$ cat src/rtl/assert_macros.svh
// Assertion macros shared by the convolution RTL.
// Depends on nothing; the bodies are empty when SYNTHESIS is defined.
`ifndef ASSERT_MACROS_SVH
`define ASSERT_MACROS_SVH
`ifndef SYNTHESIS
// Checked only outside reset.
`define IC2D_ASSERT(lbl, clk, rst_n, prop, msg) \
  lbl: assert property (@(posedge clk) disable iff (!rst_n) (prop)) else $error(msg);
// Checked at every edge, reset included.
`define IC2D_ASSERT_ALWAYS(lbl, clk, prop, msg) \
  lbl: assert property (@(posedge clk) (prop)) else $error(msg);
`else
`define IC2D_ASSERT(lbl, clk, rst_n, prop, msg)
`define IC2D_ASSERT_ALWAYS(lbl, clk, prop, msg)
`endif
`endif

$ cat src/rtl/ic2d_pkg.sv
// Package of the 2D convolution block: sizes, field widths, codes and the
// structs passed between its modules. Depends on nothing.
package ic2d_pkg;

  localparam int MAX_WIDTH  = 256;
  localparam int MAX_HEIGHT = 256;
  localparam int MAX_KW     = 7;
  localparam int MAX_KH     = 7;

  localparam int IMG_DEPTH = MAX_WIDTH * MAX_HEIGHT;
  localparam int IMG_AW    = $clog2(IMG_DEPTH);
  localparam int KER_DEPTH = MAX_KW * MAX_KH;
  localparam int KER_AW    = (KER_DEPTH > 1) ? $clog2(KER_DEPTH) : 1;
  localparam int KC_W      = $clog2(MAX_KW + 1);
  localparam int KR_W      = $clog2(MAX_KH + 1);

  // Field widths fixed by the item format.
  localparam int OP_W    = 2;
  localparam int XY_W    = 8;
  localparam int PIX_W   = 16;
  localparam int RES_W   = 32;
  localparam int DIM_W   = 9;
  localparam int KDIM_W  = 3;
  localparam int COORD_W = 11;

  localparam int PROD_W = 2 * PIX_W;
  localparam int ACC_W  = PROD_W + KER_AW + 1;
  localparam int FRAC_W = 14;
  localparam int Q_W    = ACC_W - FRAC_W;

  localparam int APB_DW  = 32;
  localparam int PADDR_W = 4;

  typedef enum logic [OP_W-1:0] {
    OP_WRITE_PIXEL = 2'd0,
    OP_WRITE_COEF  = 2'd1,
    OP_COMPUTE     = 2'd2
  } op_e;

  typedef enum logic [1:0] {
    REG_IMAGE_WIDTH   = 2'd0,
    REG_IMAGE_HEIGHT  = 2'd1,
    REG_KERNEL_WIDTH  = 2'd2,
    REG_KERNEL_HEIGHT = 2'd3
  } reg_idx_e;

  typedef enum logic [1:0] {
    ST_IDLE,
    ST_ISSUE,
    ST_DRAIN,
    ST_RESULT
  } seq_state_e;

  typedef struct packed {
    logic [OP_W-1:0]         operation;
    logic [XY_W-1:0]         col;
    logic [XY_W-1:0]         row;
    logic signed [PIX_W-1:0] value;
  } in_item_t;

  // Effective sizes after clamping and odd rounding.
  typedef struct packed {
    logic [DIM_W-1:0]  w;
    logic [DIM_W-1:0]  h;
    logic [KDIM_W-1:0] kw;
    logic [KDIM_W-1:0] kh;
    logic [KDIM_W-1:0] hw;
    logic [KDIM_W-1:0] hh;
  } cfg_eff_t;

  typedef struct packed {
    logic clear;
    logic tap_valid;
    logic load;
    logic load_compute;
  } mac_ctrl_t;

  typedef struct packed {
    logic slot_free;
  } mac_stat_t;

endpackage

$ cat src/rtl/ic2d_cfg.sv
// APB register bank of the convolution block and the derived effective
// sizes. Depends on ic2d_pkg.
module ic2d_cfg (
  input  logic                          clk_i,
  input  logic                          rst_ni,
  input  logic                          psel,
  input  logic                          penable,
  input  logic                          pwrite,
  input  logic [ic2d_pkg::PADDR_W-1:0]  paddr,
  input  logic [ic2d_pkg::APB_DW-1:0]   pwdata,
  output logic [ic2d_pkg::APB_DW-1:0]   prdata,
  output logic                          pready,
  output ic2d_pkg::cfg_eff_t            cfg_o
);

  logic [ic2d_pkg::DIM_W-1:0]  iw_q, ih_q;
  logic [ic2d_pkg::KDIM_W-1:0] kw_q, kh_q;
  logic [1:0]                  reg_idx;
  logic                        wr_en;

  function automatic logic [ic2d_pkg::DIM_W-1:0] clamp_dim(
    input logic [ic2d_pkg::DIM_W-1:0] v, input int hi);
    logic [ic2d_pkg::DIM_W-1:0] r;
    r = v;
    if (v == '0) begin
      r = ic2d_pkg::DIM_W'(1);
    end else if (int'(v) > hi) begin
      r = ic2d_pkg::DIM_W'(hi);
    end
    return r;
  endfunction

  function automatic logic [ic2d_pkg::KDIM_W-1:0] odd_dim(
    input logic [ic2d_pkg::KDIM_W-1:0] v, input int hi);
    logic [ic2d_pkg::KDIM_W-1:0] r;
    r = v;
    if (v == '0) begin
      r = ic2d_pkg::KDIM_W'(1);
    end else if (int'(v) > hi) begin
      r = ic2d_pkg::KDIM_W'(hi);
    end
    if (!r[0]) begin
      r = r - ic2d_pkg::KDIM_W'(1);
    end
    return r;
  endfunction

  assign reg_idx = paddr[ic2d_pkg::PADDR_W-1:2];
  assign wr_en   = psel && penable && pwrite;
  assign pready  = 1'b1;

  always_ff @(posedge clk_i or negedge rst_ni) begin
    if (!rst_ni) begin
      iw_q <= ic2d_pkg::DIM_W'(256);
      ih_q <= ic2d_pkg::DIM_W'(256);
      kw_q <= ic2d_pkg::KDIM_W'(3);
      kh_q <= ic2d_pkg::KDIM_W'(3);
    end else if (wr_en) begin
      case (reg_idx)
        ic2d_pkg::REG_IMAGE_WIDTH:   iw_q <= pwdata[ic2d_pkg::DIM_W-1:0];
        ic2d_pkg::REG_IMAGE_HEIGHT:  ih_q <= pwdata[ic2d_pkg::DIM_W-1:0];
        ic2d_pkg::REG_KERNEL_WIDTH:  kw_q <= pwdata[ic2d_pkg::KDIM_W-1:0];
        ic2d_pkg::REG_KERNEL_HEIGHT: kh_q <= pwdata[ic2d_pkg::KDIM_W-1:0];
        default: ;
      endcase
    end
  end

  always_comb begin
    case (reg_idx)
      ic2d_pkg::REG_IMAGE_WIDTH:   prdata = ic2d_pkg::APB_DW'(iw_q);
      ic2d_pkg::REG_IMAGE_HEIGHT:  prdata = ic2d_pkg::APB_DW'(ih_q);
      ic2d_pkg::REG_KERNEL_WIDTH:  prdata = ic2d_pkg::APB_DW'(kw_q);
      ic2d_pkg::REG_KERNEL_HEIGHT: prdata = ic2d_pkg::APB_DW'(kh_q);
      default:                     prdata = '0;
    endcase
  end

  always_comb begin
    cfg_o.w  = clamp_dim(iw_q, ic2d_pkg::MAX_WIDTH);
    cfg_o.h  = clamp_dim(ih_q, ic2d_pkg::MAX_HEIGHT);
    cfg_o.kw = odd_dim(kw_q, ic2d_pkg::MAX_KW);
    cfg_o.kh = odd_dim(kh_q, ic2d_pkg::MAX_KH);
    cfg_o.hw = cfg_o.kw >> 1;
    cfg_o.hh = cfg_o.kh >> 1;
  end

endmodule

$ cat config.mk
export PLATFORM = sky130hd
export DESIGN_NAME = ic2d_cfg
export DESIGN_NICKNAME = d
export VERILOG_FILES = /design/src/rtl/assert_macros.svh /design/src/rtl/ic2d_pkg.sv /design/src/rtl/ic2d_cfg.sv
export SDC_FILE = /design/constraint.sdc
export NUM_CORES = 1
export LEC_CHECK = 0
export BUFFER_PORTS_ARGS = -buffer_cell sky130_fd_sc_hd__buf_2
export CAP_MARGIN = 20
export CORE_MARGIN = 2
export CORE_UTILIZATION = 34
export DETAILED_ROUTE_END_ITERATION = 10
export GPL_ROUTABILITY_DRIVEN = 0
export GPL_TIMING_DRIVEN = 0
export PLACE_DENSITY_LB_ADDON = 0.05
export SLEW_MARGIN = 15
export SYNTH_ARGS = -nofsm -noshare
export SYNTH_HDL_FRONTEND = slang
export SYNTH_SLANG_ARGS = --single-unit
$ cat constraint.sdc
create_clock -name clk_i -period 1.93 [get_ports clk_i]
set_clock_uncertainty 0.05 [all_clocks]
set_input_delay 0.193 -clock clk_i [delete_from_list [all_inputs] [get_ports clk_i]]
set_output_delay 0.193 -clock clk_i [all_outputs]
set_load 0.02 [all_outputs]
Word-level counts from Yosys, hierarchy flattened
Index checks and enable logic that the tools add are counted.

cells by class
  reductions and logical operators = 11
  equal/unequal tests = 3
  $lt $le $gt $ge = 2
  $add $sub $neg = 2
  mux-type cells = 9

operator list
  kind                   count
  $pmux W32 S4           1
  $mux W9                4
  $gt A9 B9 Y1 const B   2
  $logic_not A9 Y1       2
  $mux W3                4
  $reduce_and A2 Y1      4
  $logic_not A3 Y1       2
  $sub A3 B1 Y3 const B  2
  $eq A2 B2 Y1 const B   2
  $eq A2 B1 Y1 const B   1
  $logic_and A1 B1 Y1    2
  $logic_not A2 Y1       1

word-level totals
  output and inout bits = 63
  register bits = 24
  word-level logic and storage cells = 31

Longest topological paths before layout
  word-level depth = 4
  gate-level depth with buffers = 5

Worst setup path after synthesis
No wires, ideal clock.

  path kind = register to output
  start point = register kh_q[1] (netlist bit)
  end point = output cfg_o[8] (netlist bit)
  slack = 190 ps
  data arrival time = 1497 ps
  cell stages (with the launch flop) = 6
  buffers on the path = 1
  cells stage by stage = dfstp_2 -> o21ba_2 -> ha_1 -> nand2_1 -> xnor2_1 -> buf_4

RTL lines
  what                      RTL line        source
  start: declaration        ic2d_cfg.sv:17  logic [ic2d_pkg::KDIM_W-1:0] kw_q, kh_q;
  start signal: assignment  ic2d_cfg.sv:57  kh_q <= ic2d_pkg::KDIM_W'(3);
  start signal: assignment  ic2d_cfg.sv:63  ic2d_pkg::REG_KERNEL_HEIGHT: kh_q <= pwdata[ic2d_pkg::KDIM_W-1:0];
  end: declaration          ic2d_cfg.sv:13  output ic2d_pkg::cfg_eff_t cfg_o

==> results.json <==
{
  "status": "finished, final reports clean",
  "netlist_area_um2": 1643,
  "min_period_ps": 1848,
  "postRouteAntennaNets": 0,
  "synth_edf_count": 0,
  "min_from": "pwdata[4]",
  "place_area_um2": 2058,
  "critPathRequiredTime_ps": 1690,
  "boundaryPins": 104,
  "postSynthAreaPerCell_um2": 11.33,
  "routedWlPerCell_um": 12.49,
  "yosys-top-cells-count": "buf_4, dfrtp_1, mux2_4, nor2b_1, nor2_1",
  "finalHoldViolCount": 0,
  "layout-area-overhead-vs-synth_pct": 29.25,
  "via_per_inst": 4.201,
  "coreArea_um2": 4692,
  "postCtsSetupRepairBufs": 0,
  "peakVddDrop_v": 0.0005900,
  "fillers": 467,
  "synth_warnings": 0,
  "grt_max_degree": 25,
  "drive_above_1_share_pct": 54.91,
  "num_antenna_cells": 0,
  "worstSetupStartpointType": "register",
  "leakage_nw": 1.169,
  "drv_slew": 0,
  "ys.flop_type": "dfrtp_1",
  "start_util_pct": 35.01,
  "die_w_um": 73.51,
  "grt_usage_pct": 12.86,
  "dp_cells": 275,
  "die_height_um": 73.51,
  "yosysMostFrequentCell": "buf_4",
  "post-route-period-util_pct": 95.76,
  "ys_seq_elements": 24,
  "drc": 0,
  "grt_pass1_vias": 1119,
  "clkSinkCount": 24,
  "ys_seq_area_share_pct": 37.01,
  "numCtsBuffers": 3,
  "max_slew.worst_pin.slew_ps": 667.1,
  "tritoncts": "yes",
  "cts_max_path_buffers": 2,
  "r2r_setup_slack_ps": 970,
  "yosysTopAreaCellShare_pct": 27.42,
  "syn_inst": 145,
  "dp_hpwl_mm": 2.771,
  "htree_levels": 1,
  "synth_top_cells_by_area": "dfrtp_1, mux2_4, buf_4",
  "grt_pass1_wl_mm": 5.368,
  "cp-end-kind": "primary output",
  "finalSetupViolCount": 0,
  "yosys.area.top_type": "dfrtp_1",
  "worstSkewPairLatency_ps": 260,
  "clockRootBuffer": "clkbuf_8",
  "hp-class": "in2reg",
  "vias": 1168,
  "die-area_um2": 5404,
  "cap_violations": 0,
  "io_buffer_count": 50,
  "dr.pass1.iters": 4,
  "stdcell_area_um2": 2123,
  "cp.arrival_ps": 1610,
  "crit_type": "reg2out",
  "synth.distinct_cells": 28,
  "startpoint": "kw_q[0]",
  "drt_iter0_drc": 62,
  "power.density_nw_per_um2": 1010,
  "wl_mm": 3.471,
  "fmax_mhz": 541.1,
  "rsz0062_at_grt": "false",
  "stdcell_count": 278,
  "synthArstFlopShare_pct": 100.0,
  "finish.net_count": 268,
  "crit_fanout": 3,
  "tns_ps": 0,
  "r2r-start": "iw_q[8]",
  "grt_overflow": 0,
  "rows": 25,
  "antenna_found_initial": 0,
  "clk_pin_slew_worst_paths_ps": 90,
  "maxSlewHeadroom_pct": 55.38
}
==> cell type report <==
type	instances	area, um^2	area share, %
tap	54	67.56	3.182
buffer	37	271.5	12.79
sequential	24	608.1	28.64
timing repair buffer	51	262.8	12.37
multi-input combinational	103	849.6	40.01
inverter	5	18.77	0.8839
clock buffer	4	45.04	2.121
==> through the flow <==
| step | power [W] | setup WS (ps) | hold slack (ps) | utilization (%) |
|---|---|---|---|---|
| after floorplan | 0.001533 | 189.9 | -152.6 | - |
| after global placement | 0.001831 | 306.8 | 148.9 | 43.87 |
| after detailed placement | 0.001847 | 309.2 | 153.9 | 43.87 |
| after CTS | 0.002153 | 48.00 | 116.8 | 45.04 |
| after global routing | 0.002290 | 7.801 | 111.3 | 45.25 |
| final | 0.002144 | 81.79 | 119.2 | 45.25 |
==> what timing repair did <==
item / in CTS / in global routing
hold buffers: 1 / 0
endpoints found under the setup margin: 0 / 3
hold endpoints to repair: 18 / 0
gates resized for setup: 0 / 3
==> sequential cells by signal (all words and copies together) (netlist names) <==
name	cells
kw_q	3
ih_q	9
kh_q	3
iw_q	9
==> critical path, cell delays in order, from the launching register on <==
cell	delay [ps]
dfstp_2	540
o21ba_2	160
ha_1	170
nand2_1	90
xnor2_2	120
buf_4	120
buf_2	150
==> cells by family after synthesis <==
group	share of synthesized area [%]
compound gates	1.828
xor+xnor	1.066
fa+ha+maj	1.523
buf+inv	18.13
flops	37.01
mux	28.33
other cells	0.4571
simple gates	11.65
==> placed cells by master (no fill, tap or decap) <==
master and count:
buf_2 50, buf_4 34, conb_1 28, mux2_4 18
dfrtp_1 18, nor2b_1 14, nor2_1 9, mux2i_1 6
dfstp_2 6, inv_1 4, mux2_1 4, mux4_2 3
clkbuf_1 3, clkbuf_8 3, o21ba_2 2, nor4_1 2
nor3_1 2, a21oi_1 2, nand2_1 2, xnor2_2 2
mux2_2 2, ha_1 2, buf_6 1, nand3_1 1
nor3_4 1, inv_2 1, or3_1 1, nand4_1 1
or2_1 1, dlygate4sd3_1 1
==> where the power goes <==
| part | internal, W | leakage [nW] | switching (W) | total [W] |
|---|---|---|---|---|
| registers | 0.000643 | 0.284 | 0.000149 | 0.000793 |
| logic | 0.000506 | 0.863 | 0.000546 | 0.00105 |
| clock network | 0.000147 | 0.0228 | 0.000152 | 0.000299 |
==> final timing paths <==
| kind | cells after the start | end |
|---|---|---|
| setup / recovery | 6 | cfg_o[11] |
| hold / removal | 2 | iw_q[4] |
| setup reg to reg | 1 | iw_q[8] |
| hold reg to reg | 1 | iw_q[0] |
| max in group asynchronous | 2 | kh_q[1] |
| min in group asynchronous | 2 | iw_q[4] |
==> per-layer routing <==
layer	vias up	share of wire [%]	GRT usage (%)
li1	583	-	-
met1	541	42	16.54
met2	42	51	22.02
met3	2	6.1	3.704
met4	0	0.37	1.616
met5	-	0	0
No activity file was read; power rests on OpenSTA's default activity.
