**config.mk**
```make
export PLATFORM = sky130hd
export DESIGN_NAME = ic2d_mac
export DESIGN_NICKNAME = d
export VERILOG_FILES = /design/src/rtl/ic2d_pkg.sv /design/src/rtl/ic2d_mac.sv
export VERILOG_INCLUDE_DIRS = /design/src /design/src/rtl
export SDC_FILE = /design/constraint.sdc
export NUM_CORES = 1
export LEC_CHECK = 0
export ABC_AREA = 1
export BUFFER_PORTS_ARGS = -buffer_cell sky130_fd_sc_hd__buf_2
export CAP_MARGIN = 20
export CORE_AREA = 2 2 195 197
export CTS_CLUSTER_DIAMETER = 80
export DETAILED_ROUTE_END_ITERATION = 10
export DIE_AREA = 0 0 197 199
export MAX_ROUTING_LAYER = met4
export PLACE_DENSITY_LB_ADDON = 0.25
export SLEW_MARGIN = 25
export SYNTH_ARGS = -nofsm -noshare
export SYNTH_HDL_FRONTEND = slang
export SYNTH_SLANG_ARGS = --single-unit
```
**constraint.sdc**
```tcl
create_clock -name clk_i -period 2.3 [get_ports clk_i]
set_input_delay 0.46 -clock clk_i [delete_from_list [all_inputs] [get_ports clk_i]]
set_output_delay 0.46 -clock clk_i [all_outputs]
set_load 0.03 [all_outputs]
```
**src/rtl/assert_macros.svh**
```systemverilog
// Assertion macros shared by the convolution RTL.
// Depends on nothing; the bodies are empty when SYNTHESIS is defined.
`ifndef ASSERT_MACROS_SVH
`define ASSERT_MACROS_SVH
`ifndef SYNTHESIS
// Checked only outside reset.
`define IC2D_ASSERT(lbl, clk, rst_n, prop, msg) \
  lbl: assert property (@(posedge clk) disable iff (!rst_n) (prop)) else $error(msg);
// Checked at every edge, reset included.
`define IC2D_ASSERT_ALWAYS(lbl, clk, prop, msg) \
  lbl: assert property (@(posedge clk) (prop)) else $error(msg);
`else
`define IC2D_ASSERT(lbl, clk, rst_n, prop, msg)
`define IC2D_ASSERT_ALWAYS(lbl, clk, prop, msg)
`endif
`endif

```
**src/rtl/ic2d_pkg.sv**
```systemverilog
// Package of the 2D convolution block: sizes, field widths, codes and the
// structs passed between its modules. Depends on nothing.
package ic2d_pkg;

  localparam int MAX_WIDTH  = 256;
  localparam int MAX_HEIGHT = 256;
  localparam int MAX_KW     = 7;
  localparam int MAX_KH     = 7;

  localparam int IMG_DEPTH = MAX_WIDTH * MAX_HEIGHT;
  localparam int IMG_AW    = $clog2(IMG_DEPTH);
  localparam int KER_DEPTH = MAX_KW * MAX_KH;
  localparam int KER_AW    = (KER_DEPTH > 1) ? $clog2(KER_DEPTH) : 1;
  localparam int KC_W      = $clog2(MAX_KW + 1);
  localparam int KR_W      = $clog2(MAX_KH + 1);

  // Field widths fixed by the item format.
  localparam int OP_W    = 2;
  localparam int XY_W    = 8;
  localparam int PIX_W   = 16;
  localparam int RES_W   = 32;
  localparam int DIM_W   = 9;
  localparam int KDIM_W  = 3;
  localparam int COORD_W = 11;

  localparam int PROD_W = 2 * PIX_W;
  localparam int ACC_W  = PROD_W + KER_AW + 1;
  localparam int FRAC_W = 14;
  localparam int Q_W    = ACC_W - FRAC_W;

  localparam int APB_DW  = 32;
  localparam int PADDR_W = 4;

  typedef enum logic [OP_W-1:0] {
    OP_WRITE_PIXEL = 2'd0,
    OP_WRITE_COEF  = 2'd1,
    OP_COMPUTE     = 2'd2
  } op_e;

  typedef enum logic [1:0] {
    REG_IMAGE_WIDTH   = 2'd0,
    REG_IMAGE_HEIGHT  = 2'd1,
    REG_KERNEL_WIDTH  = 2'd2,
    REG_KERNEL_HEIGHT = 2'd3
  } reg_idx_e;

  typedef enum logic [1:0] {
    ST_IDLE,
    ST_ISSUE,
    ST_DRAIN,
    ST_RESULT
  } seq_state_e;

  typedef struct packed {
    logic [OP_W-1:0]         operation;
    logic [XY_W-1:0]         col;
    logic [XY_W-1:0]         row;
    logic signed [PIX_W-1:0] value;
  } in_item_t;

  // Effective sizes after clamping and odd rounding.
  typedef struct packed {
    logic [DIM_W-1:0]  w;
    logic [DIM_W-1:0]  h;
    logic [KDIM_W-1:0] kw;
    logic [KDIM_W-1:0] kh;
    logic [KDIM_W-1:0] hw;
    logic [KDIM_W-1:0] hh;
  } cfg_eff_t;

  typedef struct packed {
    logic clear;
    logic tap_valid;
    logic load;
    logic load_compute;
  } mac_ctrl_t;

  typedef struct packed {
    logic slot_free;
  } mac_stat_t;

endpackage

```
**src/rtl/ic2d_mac.sv**
```systemverilog
// Shared multiply-accumulate of the convolution block, result rounding and
// saturation, and the output register. Depends on ic2d_pkg and assert_macros.svh.
`include "assert_macros.svh"

module ic2d_mac (
  input  logic                              clk_i,
  input  logic                              rst_ni,
  input  ic2d_pkg::mac_ctrl_t               ctrl_i,
  input  logic signed [ic2d_pkg::PIX_W-1:0] pix_i,
  input  logic signed [ic2d_pkg::PIX_W-1:0] coef_i,
  input  logic                              out_ready_i,
  output logic                              out_valid_o,
  output logic signed [ic2d_pkg::RES_W-1:0] result_o,
  output logic                              saturated_o,
  output ic2d_pkg::mac_stat_t               stat_o
);

  localparam logic signed [63:0] ResMax = 64'sh0000_0000_7fff_ffff;
  localparam logic signed [63:0] ResMin = -64'sh0000_0000_8000_0000;

  logic                               v1_q, v2_q;
  logic signed [ic2d_pkg::PROD_W-1:0] prod_q;
  logic signed [ic2d_pkg::ACC_W-1:0]  acc_q, acc_d;
  logic signed [ic2d_pkg::Q_W-1:0]    q;
  logic signed [63:0]                 q_ext;
  logic signed [ic2d_pkg::RES_W-1:0]  res;
  logic                               sat;
  logic                               out_valid_q;

  // The sum is Q.14; an arithmetic shift rounds toward minus infinity.
  assign q     = ic2d_pkg::Q_W'(acc_q >>> ic2d_pkg::FRAC_W);
  assign q_ext = 64'(q);

  always_comb begin
    sat = 1'b0;
    res = q_ext[ic2d_pkg::RES_W-1:0];
    if (q_ext > ResMax) begin
      res = ResMax[ic2d_pkg::RES_W-1:0];
      sat = 1'b1;
    end else if (q_ext < ResMin) begin
      res = ResMin[ic2d_pkg::RES_W-1:0];
      sat = 1'b1;
    end
  end

  always_comb begin
    acc_d = acc_q;
    if (ctrl_i.clear) begin
      acc_d = '0;
    end else if (v2_q) begin
      acc_d = acc_q + ic2d_pkg::ACC_W'(prod_q);
    end
  end

  always_ff @(posedge clk_i or negedge rst_ni) begin
    if (!rst_ni) begin
      v1_q        <= 1'b0;
      v2_q        <= 1'b0;
      out_valid_q <= 1'b0;
    end else begin
      v1_q <= ctrl_i.tap_valid;
      v2_q <= v1_q;
      if (ctrl_i.load) begin
        out_valid_q <= 1'b1;
      end else if (out_ready_i) begin
        out_valid_q <= 1'b0;
      end
    end
  end

  always_ff @(posedge clk_i) begin
    prod_q <= pix_i * coef_i;
    acc_q  <= acc_d;
    if (ctrl_i.load) begin
      result_o    <= ctrl_i.load_compute ? res : '0;
      saturated_o <= ctrl_i.load_compute && sat;
    end
  end

  assign out_valid_o      = out_valid_q;
  assign stat_o.slot_free = !out_valid_q || out_ready_i;

  `IC2D_ASSERT(a_load_after_drain, clk_i, rst_ni, (ctrl_i.load && ctrl_i.load_compute) |-> (!v1_q && !v2_q), "result taken while taps are in flight")
  `IC2D_ASSERT(a_clear_when_empty, clk_i, rst_ni, ctrl_i.clear |-> (!v1_q && !v2_q && !ctrl_i.tap_valid), "accumulator cleared while taps are in flight")

endmodule

```
After elaboration in Yosys (flattened, before gate mapping) --
Cells that the tools add are included.
Word-level totals: flip-flop bits (word level) 107, output and inout bits 35
Cells by class: bitwise logic cells 1, add/sub/neg operators 1, $mul 1, reductions and logical operators 5, muxes and demuxes 6, magnitude comparators 2
Operator list (number):
- $add A39 B32 Y39 | 1
- $gt A25 B32 Y1 const B | 1
- $lt A25 B32 Y1 const B | 1
- $mul A16 B16 Y32 | 1
- $mux W32 | 1
- $mux W31 | 1
- $mux W1 | 4
- $reduce_bool A2 Y1 | 1
- $reduce_or A2 Y1 | 1
- $logic_and A1 B1 Y1 | 1
- $logic_not A1 Y1 | 1
- $logic_or A1 B1 Y1 | 1
- $not A1 Y1 | 1

Depth between registers and ports, before layout --
word-level depth 4, mapped depth 26

Worst setup path before layout --
Ideal clock, no wire load.
path kind input-to-reg, start input port coef_i[6] in the netlist's numbering, end register prod_q[29] in the netlist's numbering, data arrival time 5.592 ns, path slack -3.405 ns, buffers on the path 2, cell stages on the path 19, data required time 2.187 ns, path through clkbuf_1 -> clkbuf_1 -> nand2_1 -> fa_1 -> inv_1 -> fa_1 -> fa_1 -> fa_1 -> fa_1 -> inv_1 -> fa_1 -> inv_1 -> ha_1 -> a21oi_1 -> o21ai_0 -> a221oi_1 -> nand3_1 -> nand2_1 -> nand2_1
On the way: cells in the longest elaborated chain, start to end 1
Ends and longest elaborated chain:
- from (decl) | RTL line ic2d_mac.sv:10 | input logic signed [ic2d_pkg::PIX_W-1:0] coef_i,
- $mul A16 B16 Y32 | RTL line ic2d_mac.sv:72 | prod_q <= pix_i * coef_i;
- to (signal assigned) | RTL line ic2d_mac.sv:72
- to (decl) | RTL line ic2d_mac.sv:22 | logic signed [ic2d_pkg::PROD_W-1:0] prod_q;
No other way between the ends. A chain may end at the register's enable or synchronous reset.

Worst setup path after layout --
start input port pix_i[15] in the netlist's numbering, end register prod_q[27] in the netlist's numbering
On the way: cells in the longest elaborated chain, start to end 1
Ends and longest elaborated chain:
- from (decl) | RTL line ic2d_mac.sv:9 | input logic signed [ic2d_pkg::PIX_W-1:0] pix_i,
- $mul A16 B16 Y32 | RTL line ic2d_mac.sv:72
No other way between the ends.

==> reports/results.ini <==
[clock_tree]
cts_root_buf = clkbuf_16
cts_made_buffers = 9
clk_latency_ps = 360
clk_pin_slew_worst_paths_ps = 60
htree_levels = 3
clock_sinks = 101
clockBufferDepth = 2
cts_tree = done

[drt]
antenna_left = 0
routedWlPerCell_um = 15.0
met3_wirelength_mm = 1.93
wl_met2_mm = 22.0
drc = 0
drt_iter0_markers = 685
vias_per_cell = 4.83
wl_mm = 44.3
vias = 14276
drt_pass1_iterations = 5
topRoutingLayerUsed = met4
m1WireLength_mm = 19.5

[finish]
area_growth_syn_to_layout_pct = 28.7
fin_nets = 2897
diodes = 0
drive_gt1_share_pct = 25.3
final_cells = 2954
num-fill-cells = 3382

[timing]
fin_crit_ps = 5060
fin_crit_sh_pct = 220
rsz0062_at_grt = true
fin_hold_ws_ps = 208
drv_slew = 0
tns_ps = -64490
hold_viol_final = 0
worst_pin_slew_ps = 624
clock_skew_ps = 8.63
max_slew_margin_pct = 58.4
worst_slack_ps = -2760
finalSetupViolations = 28
max_freq_mhz = 198

[setup_path]
start_kind = primary input
cp_cell_sequence = buf_12 > nand2_4 > inv_2 > fa_2 > buf_4 > fa_1 > fa_1 > fa_1 > fa_1 > inv_1 > fa_1 > inv_1 > ha_4 > nand2_1 > inv_2 > buf_4 > nand2_4 > nor3_4 > nand4_1 > nand3_2 > nand2_1 > nand2_1 > xor2_1
crit_start = pix_i[15]
worst_ep_required_time_ps = 2590
worstReg2RegStart = acc_q[0]
worstPathArrival_ps = 5350
rr_worst_depth = 13
critPathSlowestCell = fa_2
r2r_slack_ps = 160
crit_end = prod_q[27]
critical_path_depth = 23
crit_type = in2reg
crit_path_end_kind = register
crit_path_max_fanout = 5
slowest_delay_ps = 640
r2r_end = acc_q[26]
critPathBufInv = 7
critPathMostFrequentCell = fa_1
cp_top_family = adder cells

[logic_synthesis]
syn_inst = 2244
ys_seq_area_share_pct = 14.0
synth_top_area_share_pct = 31.8
synth.avg_cell_area_um2 = 7.37
synth-edff-count = 27
yosys.area.top_type = fa_1
synth_cell_type_count = 46
synth_ff_type = dfxtp_1
yosys_warnings = 0
synthArstFlopShare_pct = 2.97
netlist_area_um2 = 16500
synth-seq-cells = 101
synthTopCellsByCount = 616 x inv_1, 562 x nand2_1, 263 x fa_1
syn_nets = 2666
ys_top_cells_by_area = fa_1 32%, inv_1 14%, nand2_1 13%, ha_1 9.1%, dfxtp_1 8.6%
yosysMostFrequentCell = inv_1

[outcome]
run_status = complete, but fails checks
failed_checks = setup timing

[global_routing]
first_global_vias = 15153
overflow = 0
grt_pass1_wl_mm = 74.6
grtUsageTotal_pct = 24.7
grt_max_degree = 51
antenna_found_initial = 0

[placement]
place.gp.congestion = 0.929
io_buffers = 73
post-dp-hpwl_mm = 37.1
dpl.cell_count = 2888

[flow_run]
maxCapViolCount = 0

[floorplanning]
io-pin-count = 74
num_rows = 71
start_util_pct = 44.5
dieHeight_um = 199
dieArea_um2 = 39200
core_area_um2 = 37100
dieWidth_um = 197

[worst_hold_path]
holdPathStages = 1
holdCritStartpoint = ctrl_i[2]
hp-class = in2reg

==> logic make-up after synthesis <==
logic type | count (synthesis) | synth area share [%]
adder cells (fa/ha/maj) | 383 | 40.9
AND/OR/NAND/NOR | 845 | 20.5
AO/OA/AOI/OAI | 167 | 5.82
other | 1 | 0.0227
flip-flops | 101 | 14.0
XOR/XNOR | 50 | 2.65
buffers and inverters | 697 | 16.1
==> stage by stage <==
step | cell area, µm² | util, % | setup WS, ps
floorplan | 17600 | - | -2920
global placement | 19200 | 51.7 | -3400
detailed placement | 19200 | 51.7 | -3430
CTS | 20700 | 55.9 | -2800
global route | 21300 | 57.3 | -2990
finish | 21300 | 57.3 | -2760
==> registers in the layout (all words and copies together) (netlist names) <==
name / count
prod_q: 32
out_valid_o: 1
result_o: 26
v1_q: 1
v2_q: 1
saturated_o: 1
acc_q: 39
==> cell type report <==
type                       instances  area (µm²)  share of cell area [%]
clock inverter                     6        42.5                   0.200
tap                              474         593                    2.79
inverter                         618        2330                    10.9
timing repair buffer             299        2740                    12.8
clock buffer                      10         250                    1.18
sequential                       101        2310                    10.8
multi-input combinational       1446       13000                    61.2
==> worst register-to-register path: stages, from the launching register on <==
cell,delay (ps)
dfxtp_1,330
ha_1,160
inv_1,50
fa_1,430
o21ai_4,210
nand2_1,90
nand2_2,100
nand2_1,70
nand2_2,90
nand4_1,170
nand3_1,130
nand3_1,100
nand2_1,70
inv_1,30
==> metal layers <==
metal  vias up  global-route usage (%)
li1       6985                       -
met1      6915                    31.5
met2       323                    42.7
met3        53                    2.32
met4         0                    5.96
met5         -                       -
==> timing repair <==
item | 4_1_cts | 5_1_grt
pin swaps | 125 | 94
endpoints found under the setup margin | 28 | 38
endpoints found under the hold margin | 3 | 0
gates resized for setup | 269 | 116
hold buffers | 1 | 0
cloned | 3 | 1
setup buffers | 36 | 17
==> worst min path at each step <==
stage | end | slack (ps)
floorplan | out_valid_o | 160
global placement | v1_q | 250
detailed placement | v1_q | 260
CTS | v1_q | 200
global route | v1_q | 200
finish | v1_q | 210
==> placed cells by master (no fill, tap or decap), drive strengths merged <==
master and n:
a31oi 4, conb 1, a211oi 1, edfxtp 27, a21oi 75, o21a 2, nand3 54, clkbuf 11
nor3 7, dlygate4sd3 1, o211ai 2, clkinv 2, buf 297, or2 5, o21ai 56, inv 620
fa 263, a221oi 1, xor2 31, nand3b 1, nor4 4, o221ai 1, nor2 182, ha 120
and2 1, dfrtp 3, o2111ai 1, a21o 10, o21bai 13, nand2b 2, nand2 572, dfxtp 71
xnor2 19, clkinvlp 2, a21boi 1, nand4 17
Power is not shown: default switching activity piles up to over one toggle a cycle in this logic, so the estimate is an artifact.
