**src/rtl/assert_macros.svh**
```systemverilog
// Assertion macros shared by the convolution RTL.
// Depends on nothing; the bodies are empty when SYNTHESIS is defined.
`ifndef ASSERT_MACROS_SVH
`define ASSERT_MACROS_SVH
`ifndef SYNTHESIS
// Checked only outside reset.
`define IC2D_ASSERT(lbl, clk, rst_n, prop, msg) \
  lbl: assert property (@(posedge clk) disable iff (!rst_n) (prop)) else $error(msg);
// Checked at every edge, reset included.
`define IC2D_ASSERT_ALWAYS(lbl, clk, prop, msg) \
  lbl: assert property (@(posedge clk) (prop)) else $error(msg);
`else
`define IC2D_ASSERT(lbl, clk, rst_n, prop, msg)
`define IC2D_ASSERT_ALWAYS(lbl, clk, prop, msg)
`endif
`endif

```
**src/rtl/ic2d_pkg.sv**
```systemverilog
// Package of the 2D convolution block: sizes, field widths, codes and the
// structs passed between its modules. Depends on nothing.
package ic2d_pkg;

  localparam int MAX_WIDTH  = 256;
  localparam int MAX_HEIGHT = 256;
  localparam int MAX_KW     = 7;
  localparam int MAX_KH     = 7;

  localparam int IMG_DEPTH = MAX_WIDTH * MAX_HEIGHT;
  localparam int IMG_AW    = $clog2(IMG_DEPTH);
  localparam int KER_DEPTH = MAX_KW * MAX_KH;
  localparam int KER_AW    = (KER_DEPTH > 1) ? $clog2(KER_DEPTH) : 1;
  localparam int KC_W      = $clog2(MAX_KW + 1);
  localparam int KR_W      = $clog2(MAX_KH + 1);

  // Field widths fixed by the item format.
  localparam int OP_W    = 2;
  localparam int XY_W    = 8;
  localparam int PIX_W   = 16;
  localparam int RES_W   = 32;
  localparam int DIM_W   = 9;
  localparam int KDIM_W  = 3;
  localparam int COORD_W = 11;

  localparam int PROD_W = 2 * PIX_W;
  localparam int ACC_W  = PROD_W + KER_AW + 1;
  localparam int FRAC_W = 14;
  localparam int Q_W    = ACC_W - FRAC_W;

  localparam int APB_DW  = 32;
  localparam int PADDR_W = 4;

  typedef enum logic [OP_W-1:0] {
    OP_WRITE_PIXEL = 2'd0,
    OP_WRITE_COEF  = 2'd1,
    OP_COMPUTE     = 2'd2
  } op_e;

  typedef enum logic [1:0] {
    REG_IMAGE_WIDTH   = 2'd0,
    REG_IMAGE_HEIGHT  = 2'd1,
    REG_KERNEL_WIDTH  = 2'd2,
    REG_KERNEL_HEIGHT = 2'd3
  } reg_idx_e;

  typedef enum logic [1:0] {
    ST_IDLE,
    ST_ISSUE,
    ST_DRAIN,
    ST_RESULT
  } seq_state_e;

  typedef struct packed {
    logic [OP_W-1:0]         operation;
    logic [XY_W-1:0]         col;
    logic [XY_W-1:0]         row;
    logic signed [PIX_W-1:0] value;
  } in_item_t;

  // Effective sizes after clamping and odd rounding.
  typedef struct packed {
    logic [DIM_W-1:0]  w;
    logic [DIM_W-1:0]  h;
    logic [KDIM_W-1:0] kw;
    logic [KDIM_W-1:0] kh;
    logic [KDIM_W-1:0] hw;
    logic [KDIM_W-1:0] hh;
  } cfg_eff_t;

  typedef struct packed {
    logic clear;
    logic tap_valid;
    logic load;
    logic load_compute;
  } mac_ctrl_t;

  typedef struct packed {
    logic slot_free;
  } mac_stat_t;

endpackage

```
**src/rtl/ic2d_seq.sv**
```systemverilog
// Sequencer of the convolution block: takes items, writes the stores and
// walks the kernel taps through the memories. Depends on ic2d_pkg and assert_macros.svh.
`include "assert_macros.svh"

module ic2d_seq (
  input  logic                          clk_i,
  input  logic                          rst_ni,
  input  logic                          in_valid_i,
  input  ic2d_pkg::in_item_t            in_item_i,
  output logic                          in_ready_o,
  input  ic2d_pkg::cfg_eff_t            cfg_i,
  input  ic2d_pkg::mac_stat_t           stat_i,
  output ic2d_pkg::mac_ctrl_t           ctrl_o,
  output logic                          img_we_o,
  output logic [ic2d_pkg::IMG_AW-1:0]   img_waddr_o,
  output logic [ic2d_pkg::IMG_AW-1:0]   img_raddr_o,
  output logic                          ker_we_o,
  output logic [ic2d_pkg::KER_AW-1:0]   ker_waddr_o,
  output logic [ic2d_pkg::KER_AW-1:0]   ker_raddr_o
);

  ic2d_pkg::seq_state_e state_q, state_d;

  logic [ic2d_pkg::KC_W-1:0] kc_q, kc_d;
  logic [ic2d_pkg::KR_W-1:0] kr_q, kr_d;
  logic                      drain_q, drain_d;
  logic [ic2d_pkg::XY_W-1:0] x_q, x_d, y_q, y_d;
  logic                      cmp_q, cmp_d;

  logic signed [ic2d_pkg::COORD_W-1:0] sx, sy;
  logic [ic2d_pkg::COORD_W-1:0]        sx_u, sy_u;
  logic                                tap_in, last_col, last_row, accept;

  assign accept = in_valid_i && in_ready_o;

  // Source pixel of the current tap: (x + hw - kc, y + hh - kr).
  assign sx = ic2d_pkg::COORD_W'(x_q) + ic2d_pkg::COORD_W'(cfg_i.hw)
              - ic2d_pkg::COORD_W'(kc_q);
  assign sy = ic2d_pkg::COORD_W'(y_q) + ic2d_pkg::COORD_W'(cfg_i.hh)
              - ic2d_pkg::COORD_W'(kr_q);
  assign sx_u = sx;
  assign sy_u = sy;
  assign tap_in = (sx >= 0) && (sx < $signed(ic2d_pkg::COORD_W'(cfg_i.w)))
               && (sy >= 0) && (sy < $signed(ic2d_pkg::COORD_W'(cfg_i.h)));

  assign last_col = (kc_q == ic2d_pkg::KC_W'(cfg_i.kw - ic2d_pkg::KDIM_W'(1)));
  assign last_row = (kr_q == ic2d_pkg::KR_W'(cfg_i.kh - ic2d_pkg::KDIM_W'(1)));

  always_comb begin
    state_d = state_q;
    case (state_q)
      ic2d_pkg::ST_IDLE: begin
        if (in_valid_i) begin
          if (in_item_i.operation == ic2d_pkg::OP_COMPUTE) begin
            state_d = ic2d_pkg::ST_ISSUE;
          end else begin
            state_d = ic2d_pkg::ST_RESULT;
          end
        end
      end
      ic2d_pkg::ST_ISSUE: begin
        if (last_col && last_row) begin
          state_d = ic2d_pkg::ST_DRAIN;
        end
      end
      ic2d_pkg::ST_DRAIN: begin
        if (drain_q) begin
          state_d = ic2d_pkg::ST_RESULT;
        end
      end
      ic2d_pkg::ST_RESULT: begin
        if (stat_i.slot_free) begin
          state_d = ic2d_pkg::ST_IDLE;
        end
      end
      default: state_d = ic2d_pkg::ST_IDLE;
    endcase
  end

  always_comb begin
    in_ready_o   = 1'b0;
    ctrl_o       = '0;
    img_we_o     = 1'b0;
    ker_we_o     = 1'b0;
    img_waddr_o  = ic2d_pkg::IMG_AW'(32'(in_item_i.row) * ic2d_pkg::MAX_WIDTH
                                     + 32'(in_item_i.col));
    ker_waddr_o  = ic2d_pkg::KER_AW'(32'(in_item_i.row) * ic2d_pkg::MAX_KW
                                     + 32'(in_item_i.col));
    img_raddr_o  = ic2d_pkg::IMG_AW'(32'(sy_u) * ic2d_pkg::MAX_WIDTH + 32'(sx_u));
    ker_raddr_o  = ic2d_pkg::KER_AW'(32'(kr_q) * ic2d_pkg::MAX_KW + 32'(kc_q));
    kc_d         = kc_q;
    kr_d         = kr_q;
    drain_d      = 1'b0;
    x_d          = x_q;
    y_d          = y_q;
    cmp_d        = cmp_q;
    case (state_q)
      ic2d_pkg::ST_IDLE: begin
        in_ready_o = 1'b1;
        if (in_valid_i) begin
          x_d   = in_item_i.col;
          y_d   = in_item_i.row;
          kc_d  = '0;
          kr_d  = '0;
          cmp_d = 1'b0;
          case (in_item_i.operation)
            ic2d_pkg::OP_WRITE_PIXEL: begin
              img_we_o = (32'(in_item_i.col) < ic2d_pkg::MAX_WIDTH)
                      && (32'(in_item_i.row) < ic2d_pkg::MAX_HEIGHT);
            end
            ic2d_pkg::OP_WRITE_COEF: begin
              ker_we_o = (32'(in_item_i.col) < ic2d_pkg::MAX_KW)
                      && (32'(in_item_i.row) < ic2d_pkg::MAX_KH);
            end
            ic2d_pkg::OP_COMPUTE: begin
              cmp_d        = 1'b1;
              ctrl_o.clear = 1'b1;
            end
            default: ;
          endcase
        end
      end
      ic2d_pkg::ST_ISSUE: begin
        ctrl_o.tap_valid = tap_in;
        if (last_col) begin
          kc_d = '0;
          kr_d = kr_q + ic2d_pkg::KR_W'(1);
        end else begin
          kc_d = kc_q + ic2d_pkg::KC_W'(1);
        end
      end
      ic2d_pkg::ST_DRAIN: begin
        drain_d = !drain_q;
      end
      ic2d_pkg::ST_RESULT: begin
        ctrl_o.load         = stat_i.slot_free;
        ctrl_o.load_compute = cmp_q;
      end
      default: ;
    endcase
  end

  always_ff @(posedge clk_i or negedge rst_ni) begin
    if (!rst_ni) begin
      state_q <= ic2d_pkg::ST_IDLE;
      kc_q    <= '0;
      kr_q    <= '0;
      drain_q <= 1'b0;
      cmp_q   <= 1'b0;
    end else begin
      state_q <= state_d;
      kc_q    <= kc_d;
      kr_q    <= kr_d;
      drain_q <= drain_d;
      cmp_q   <= cmp_d;
    end
  end

  always_ff @(posedge clk_i) begin
    x_q <= x_d;
    y_q <= y_d;
  end

  `IC2D_ASSERT_ALWAYS(a_load_needs_slot, clk_i, ctrl_o.load |-> stat_i.slot_free, "result loaded into a full output slot")
  `IC2D_ASSERT(a_issue_to_drain, clk_i, rst_ni, state_q == ic2d_pkg::ST_ISSUE |=> (state_q == ic2d_pkg::ST_ISSUE || state_q == ic2d_pkg::ST_DRAIN), "tap walk left without draining")
  `IC2D_ASSERT_ALWAYS(a_store_write_on_accept, clk_i, (img_we_o || ker_we_o) |-> accept, "store written without an accepted transaction")

endmodule

```
**config.mk**
```make
export PLATFORM = sky130hd
export DESIGN_NAME = ic2d_seq
export DESIGN_NICKNAME = d
export VERILOG_FILES = /design/src/rtl/ic2d_pkg.sv /design/src/rtl/ic2d_seq.sv
export VERILOG_INCLUDE_DIRS = /design/src /design/src/rtl
export SDC_FILE = /design/constraint.sdc
export NUM_CORES = 1
export LEC_CHECK = 0
export BUFFER_PORTS_ARGS = -buffer_cell sky130_fd_sc_hd__buf_2
export CORE_UTILIZATION = 25
export DETAILED_ROUTE_END_ITERATION = 16
export HOLD_SLACK_MARGIN = 0.15
export PLACE_DENSITY = 0.54
export SYNTH_ARGS = -nofsm -noshare
export SYNTH_HDL_FRONTEND = slang
export SYNTH_SLANG_ARGS = --single-unit
```
**constraint.sdc**
```tcl
create_clock -name clk_i -period 4 [get_ports clk_i]
set_input_delay 0.2 -clock clk_i [delete_from_list [all_inputs] [get_ports clk_i]]
set_output_delay 0.2 -clock clk_i [all_outputs]
set_load 0.03 [all_outputs]
```
* Yosys cells after proc, flatten, opt, wreduce, memory -nomap -nowiden
Index checks and enable logic that the tools add are counted.
** Storage, ports and cells
- Flip-flop bits (word level) :: 26
- Output and inout port bits :: 51
** Operators by class
- Multiplexer cells :: 24
- $mul :: 2
- Add/sub/neg operators :: 12
- Equal/unequal tests :: 12
- Reduce and logical (&&, ||, !) cells :: 13
- Order comparisons :: 6
** Operators by type and width (number)
- greater-or-equal comparator 10 x 1 -> 1 bit (second input constant) :: 2
- less-than comparator 10 bit :: 2
- subtractor 9 x 3 -> 10 bit :: 2
- adder 8 x 3 -> 9 bit :: 2
- adder 16 x 11 -> 16 bit :: 1
- adder 16 x 8 -> 16 bit :: 1
- less-than comparator 8 x 3 -> 1 bit (second input constant) :: 2
- two-way mux 1 bit :: 12
- two-way mux 2 bit :: 6
- one-hot mux 3 bit (2 select lines) :: 2
- inequality test 2 bit (second input constant) :: 5
- two-way mux 3 bit :: 3
- multiplier 8 x 3 -> 6 bit (second input constant) :: 1
- one-hot mux 2 bit (4 select lines) :: 1
- adder 3 x 1 -> 3 bit (second input constant) :: 2
- adder 6 x 3 -> 6 bit :: 1
- adder 6 bit :: 1
- == test 2 bit (second input constant) :: 3
- == test 3 bit :: 2
- multiplier 3 x 3 -> 6 bit (second input constant) :: 1
- subtractor 3 x 1 -> 3 bit (second input constant) :: 2
- logical AND 1 bit :: 5
- == test 2 x 1 -> 1 bit (second input constant) :: 2
- zero test 2 bit :: 2
- other kinds (5) :: 6

* Depth between registers and ports, before layout
- Depth in word-level cells :: 7
- Gate-level depth with buffers :: 19
- Depth with buffers taken out :: 19

* Worst setup path before layout
No wires, ideal clock.
- Path kind :: flip-flop to output port
- From :: reg kc_q[1] (netlist name)
- To :: out ctrl_o[2] (netlist name)
- Stages on the path, launching flop included :: 17
- Arrival time :: 4.122 ns
- Slack :: -0.322 ns
- Path buffers :: 0
- Cells stage by stage :: dfrtp_1 fa_1 inv_1 ha_1 a211oi_1 o21ai_0 a21oi_1 nor2b_1 nor2_1 xor2_1 ha_1 a21o_1 a22oi_1 nand4_1 a21oi_1 nand4_1 a41oi_1
** RTL lines
- start: declaration :: RTL line ic2d_seq.sv:24 : logic [ic2d_pkg::KC_W-1:0] kc_q, kc_d;
- start signal: assignment :: RTL line ic2d_seq.sv:152 : kc_q <= kc_d;
- end: declaration :: RTL line ic2d_seq.sv:13 : output ic2d_pkg::mac_ctrl_t ctrl_o,

==> run metrics <==
Row Count=43; Layout area overhead=33.44%; Post-synth EDFFs=16; Clock Skews=0.0006762 ns; Num CTS Buffers=3; Psw=1.778 mW; Worst Slack Setup Final=-0.1147 ns; Clk pwr share=0.080; Power Internal=1.825 mW; critical path startpoint=kc_q[1]$_DFFE_PN0P_; Slew Limit Headroom=0.5788; Max Used Layer=met4; r2r setup slk=1.82 ns; Hold/Removal Path Class=in -> reg; WP data arrival=3.91 ns; endpoints failing setup=3; grt ovf=0; core area=0.01388 mm²; mapped cell area=roughly 0.0036 mm²; RSZ-0062 raised after global routing=true; Max Slew Vio Count=0; cell count after synthesis=385; reg2reg end=state_q[1]$_DFFE_PN0P_; I/O Buffers=roughly 100; vias per inst=roughly 4.3; Tcrit/Tclk final=1.029; Skew-Pair Late Insertion Delay=around 0.25 ns; initial antenna violation count=0; first-pass GRT wire length=around 14 mm; Routed Antenna Nets=0; H-tree depth=1; layout cells sized above 1=0.3523; Synth Flop Type=edfxtp_1; Pleak=2.491 nW; CP endpoint=ctrl_o[2]; Max IR drop VDD=~0.00034 V; worst-path fanout max=2; 1st-iter DRT viols=~140; Setup Crit Path Kind=reg -> out; Tmin final=just over 4 ns; vias in the first global route=between 2000 and 3000; max frequency=~240 MHz; Placed Area=0.004319 mm²; met1 WL=approximately 4 mm; DR DRC count=0; final instance area=between 0.004 and 0.005 mm²; Crit path largest cell delay=roughly 0.50 ns; metal2 WL=around 4.1 mm; Mapped Nets=536; Ports=between 100 and 150; crit path max-delay cell type=fa_1; clock slew at reported path FFs=0.06 ns; yosys warns=0; actual slew at the worst max-slew pin=about 0.63 ns; sequential area share after synthesis=0.2056; Synth cell types=51; power per standard cell area=759.6 mW/mm²; die area=between 0.01 and 0.015 mm²; most common cell after layout, fill and taps aside=buf_2; Pre-antenna DRT Iters=4; Initial Utilization=0.2561; synthesis-stage register bit count=26; failing checks=negative setup slack; CTS root buffer=clkbuf_16; Final HPWL DP=about 7 mm; endpoint class of the critical path=primary output; Hold Fails Final Rpt=0; most frequent cells in the layout=95 x buf_2, 77 x inv_1, 59 x ha_1; fraction of registers with async set or reset after synthesis=0.3846; DR WL met3=approximately 310 µm; Setup TNS=-0.1192 ns; required time of the critical path=about 3.8 ns; gr usage total=0.1161; Crit Reg-Reg Startpoint=state_q[0]$_DFFE_PN0P_; largest net degree at the start of global routing=18; Sink Count=26; n_diodes=0; Wirelength per Cell=12.08 µm; outcome=finished, violations left; DIE HEIGHT=~120 µm; GPL Wtd Cong=between 0.7 and 0.8; DRT Wirelength=8.349 mm; max-cap violations=0; syn avg cell area=~9.2 µm²; Total Nets Final=663; hold slack=0.1665 ns; routed via count=slightly below 3000; die width=approximately 120 µm; share of total power in sequential cells=0.111; reg2reg path depth=6; sw frac=0.4935; critical-path cell list=fa_1 > inv_2 > buf_6 > ha_4 > a211oi_2 > o21ai_2 > a21oi_1 > nor2b_1 > nor2_1 > xor2_2 > ha_1 > a21o_1 > a22oi_1 > nand4_1 > a21oi_1 > nand4_1 > a41oi_2 > buf_6; combinational share of power=0.809; Max clock buf depth=2; CP startpoint kind=register; CTS tree=done
-- registers in the layout, indices dropped and copies added, names as in the netlist --
signal   cells
cmp_q        1
state_q      2
drain_q      1
x_q          8
y_q          8
kc_q         3
kr_q         3
-- cell usage after synthesis (2+ instances only) --
| cell type | n | share of area |
|---|---|---|
| inv_1 | 80 | 0.084 |
| ha_1 | 65 | 0.23 |
| xnor2_1 | 25 | 0.062 |
| fa_1 | 18 | 0.10 |
| buf_4 | 16 | 0.034 |
| edfxtp_1 | 16 | 0.14 |
| nand2_1 | 15 | 0.016 |
| a21oi_1 | 14 | 0.020 |
| a21o_1 | 13 | 0.027 |
| nor2_1 | 13 | 0.014 |
| o21ai_0 | 12 | 0.017 |
| xor2_1 | 12 | 0.030 |
| dfrtp_1 | 10 | 0.070 |
| nand3_1 | 8 | 0.011 |
| nor2b_1 | 6 | 0.011 |
| nor3_1 | 6 | 0.0084 |
| o21bai_1 | 5 | 0.011 |
| a31oi_1 | 4 | 0.0070 |
| o21a_1 | 4 | 0.0084 |
| mux2i_1 | 3 | 0.0084 |
| nand4_1 | 3 | 0.0053 |
| o31a_1 | 3 | 0.0074 |
| a211oi_1 | 2 | 0.0042 |
| and2_1 | 2 | 0.0035 |
| clkbuf_8 | 2 | 0.0077 |
| o2111ai_1 | 2 | 0.0049 |
| or2_2 | 2 | 0.0035 |
-- metrics by stage --
stage	power [mW]	setup slack (ns)	util	std cells
floorplan	2.252	-0.006611	-	385
global placement	2.886	-0.08503	0.3112	670
detailed placement	2.925	-0.1285	0.3112	670
CTS	3.519	-0.1266	0.3383	692
global route	3.925	-0.3650	0.3417	691
finish	3.603	-0.1147	0.3417	691
-- worst min path at each step --
stage                        from                  end  cells after the start  slack [ns]
floorplan                  rst_ni    cmp_q$_DFFE_PN0P_                      0        -0.1
global placement           rst_ni  kr_q[1]$_DFFE_PN0P_                      1        0.08
detailed placement         rst_ni  kr_q[1]$_DFFE_PN0P_                      1        0.08
CTS                 in_item_i[30]     x_q[6]$_DFFE_PP_                      1        0.17
global route        in_item_i[30]     x_q[6]$_DFFE_PP_                      1        0.16
finish              in_item_i[30]     x_q[6]$_DFFE_PP_                      1        0.17
-- per-layer routing --
metal / GRT usage / up-vias
met2: 0.2111 / 65
li1: - / 1520
met4: 0.02238 / 0
met5: 0 / -
met1: 0.1475 / 1392
met3: 0.01269 / 4
-- worst max-delay path: cells and delay by family (launching register included) --
| kind | cells | cell delay (ns) |
|---|---|---|
| fa+ha+maj | 3 | 0.97 |
| buf+inv | 3 | 0.32 |
| flops | 1 | 0.39 |
| xor+xnor | 1 | 0.18 |
| compound gates | 7 | 1.28 |
| simple gates | 4 | 0.51 |
-- what timing repair did --
action,4_1_cts,5_1_grt
setup endpoints to repair,7,7
pin swaps,33,15
setup buffers,17,1
gates resized for setup,33,13
hold buffers,1,0
hold endpoints to repair,10,0
-- cells by family after synthesis --
logic type,synth area share
flip-flops,0.2056
AND/OR/NAND/NOR,0.09504
adder cells (fa/ha/maj),0.3330
buffers and inverters,0.1292
AO/OA/AOI/OAI,0.1334
multiplexers,0.01267
XOR/XNOR,0.09116
-- power by group through the flow --
stage               registers, mW  clock network, mW  logic [mW]
floorplan                   0.418                  0        1.83
global placement            0.407                  0        2.48
detailed placement          0.410                  0        2.51
CTS                         0.404              0.291        2.82
global route                0.411              0.299        3.21
finish                      0.401              0.287        2.91
-- final cells by class --
| class | count | area (µm²) |
|---|---|---|
| multi-input combinational | 260 | 2536 |
| fill | 1463 | 9138 |
| inverter | 80 | 300.3 |
| clock inverter | 1 | 30.03 |
| tap | 180 | 225.2 |
| sequential | 26 | 730.7 |
| timing repair buffer | 141 | 845.8 |
| clock buffer | 3 | 75.07 |
No activity file was read; power rests on OpenSTA's default activity.
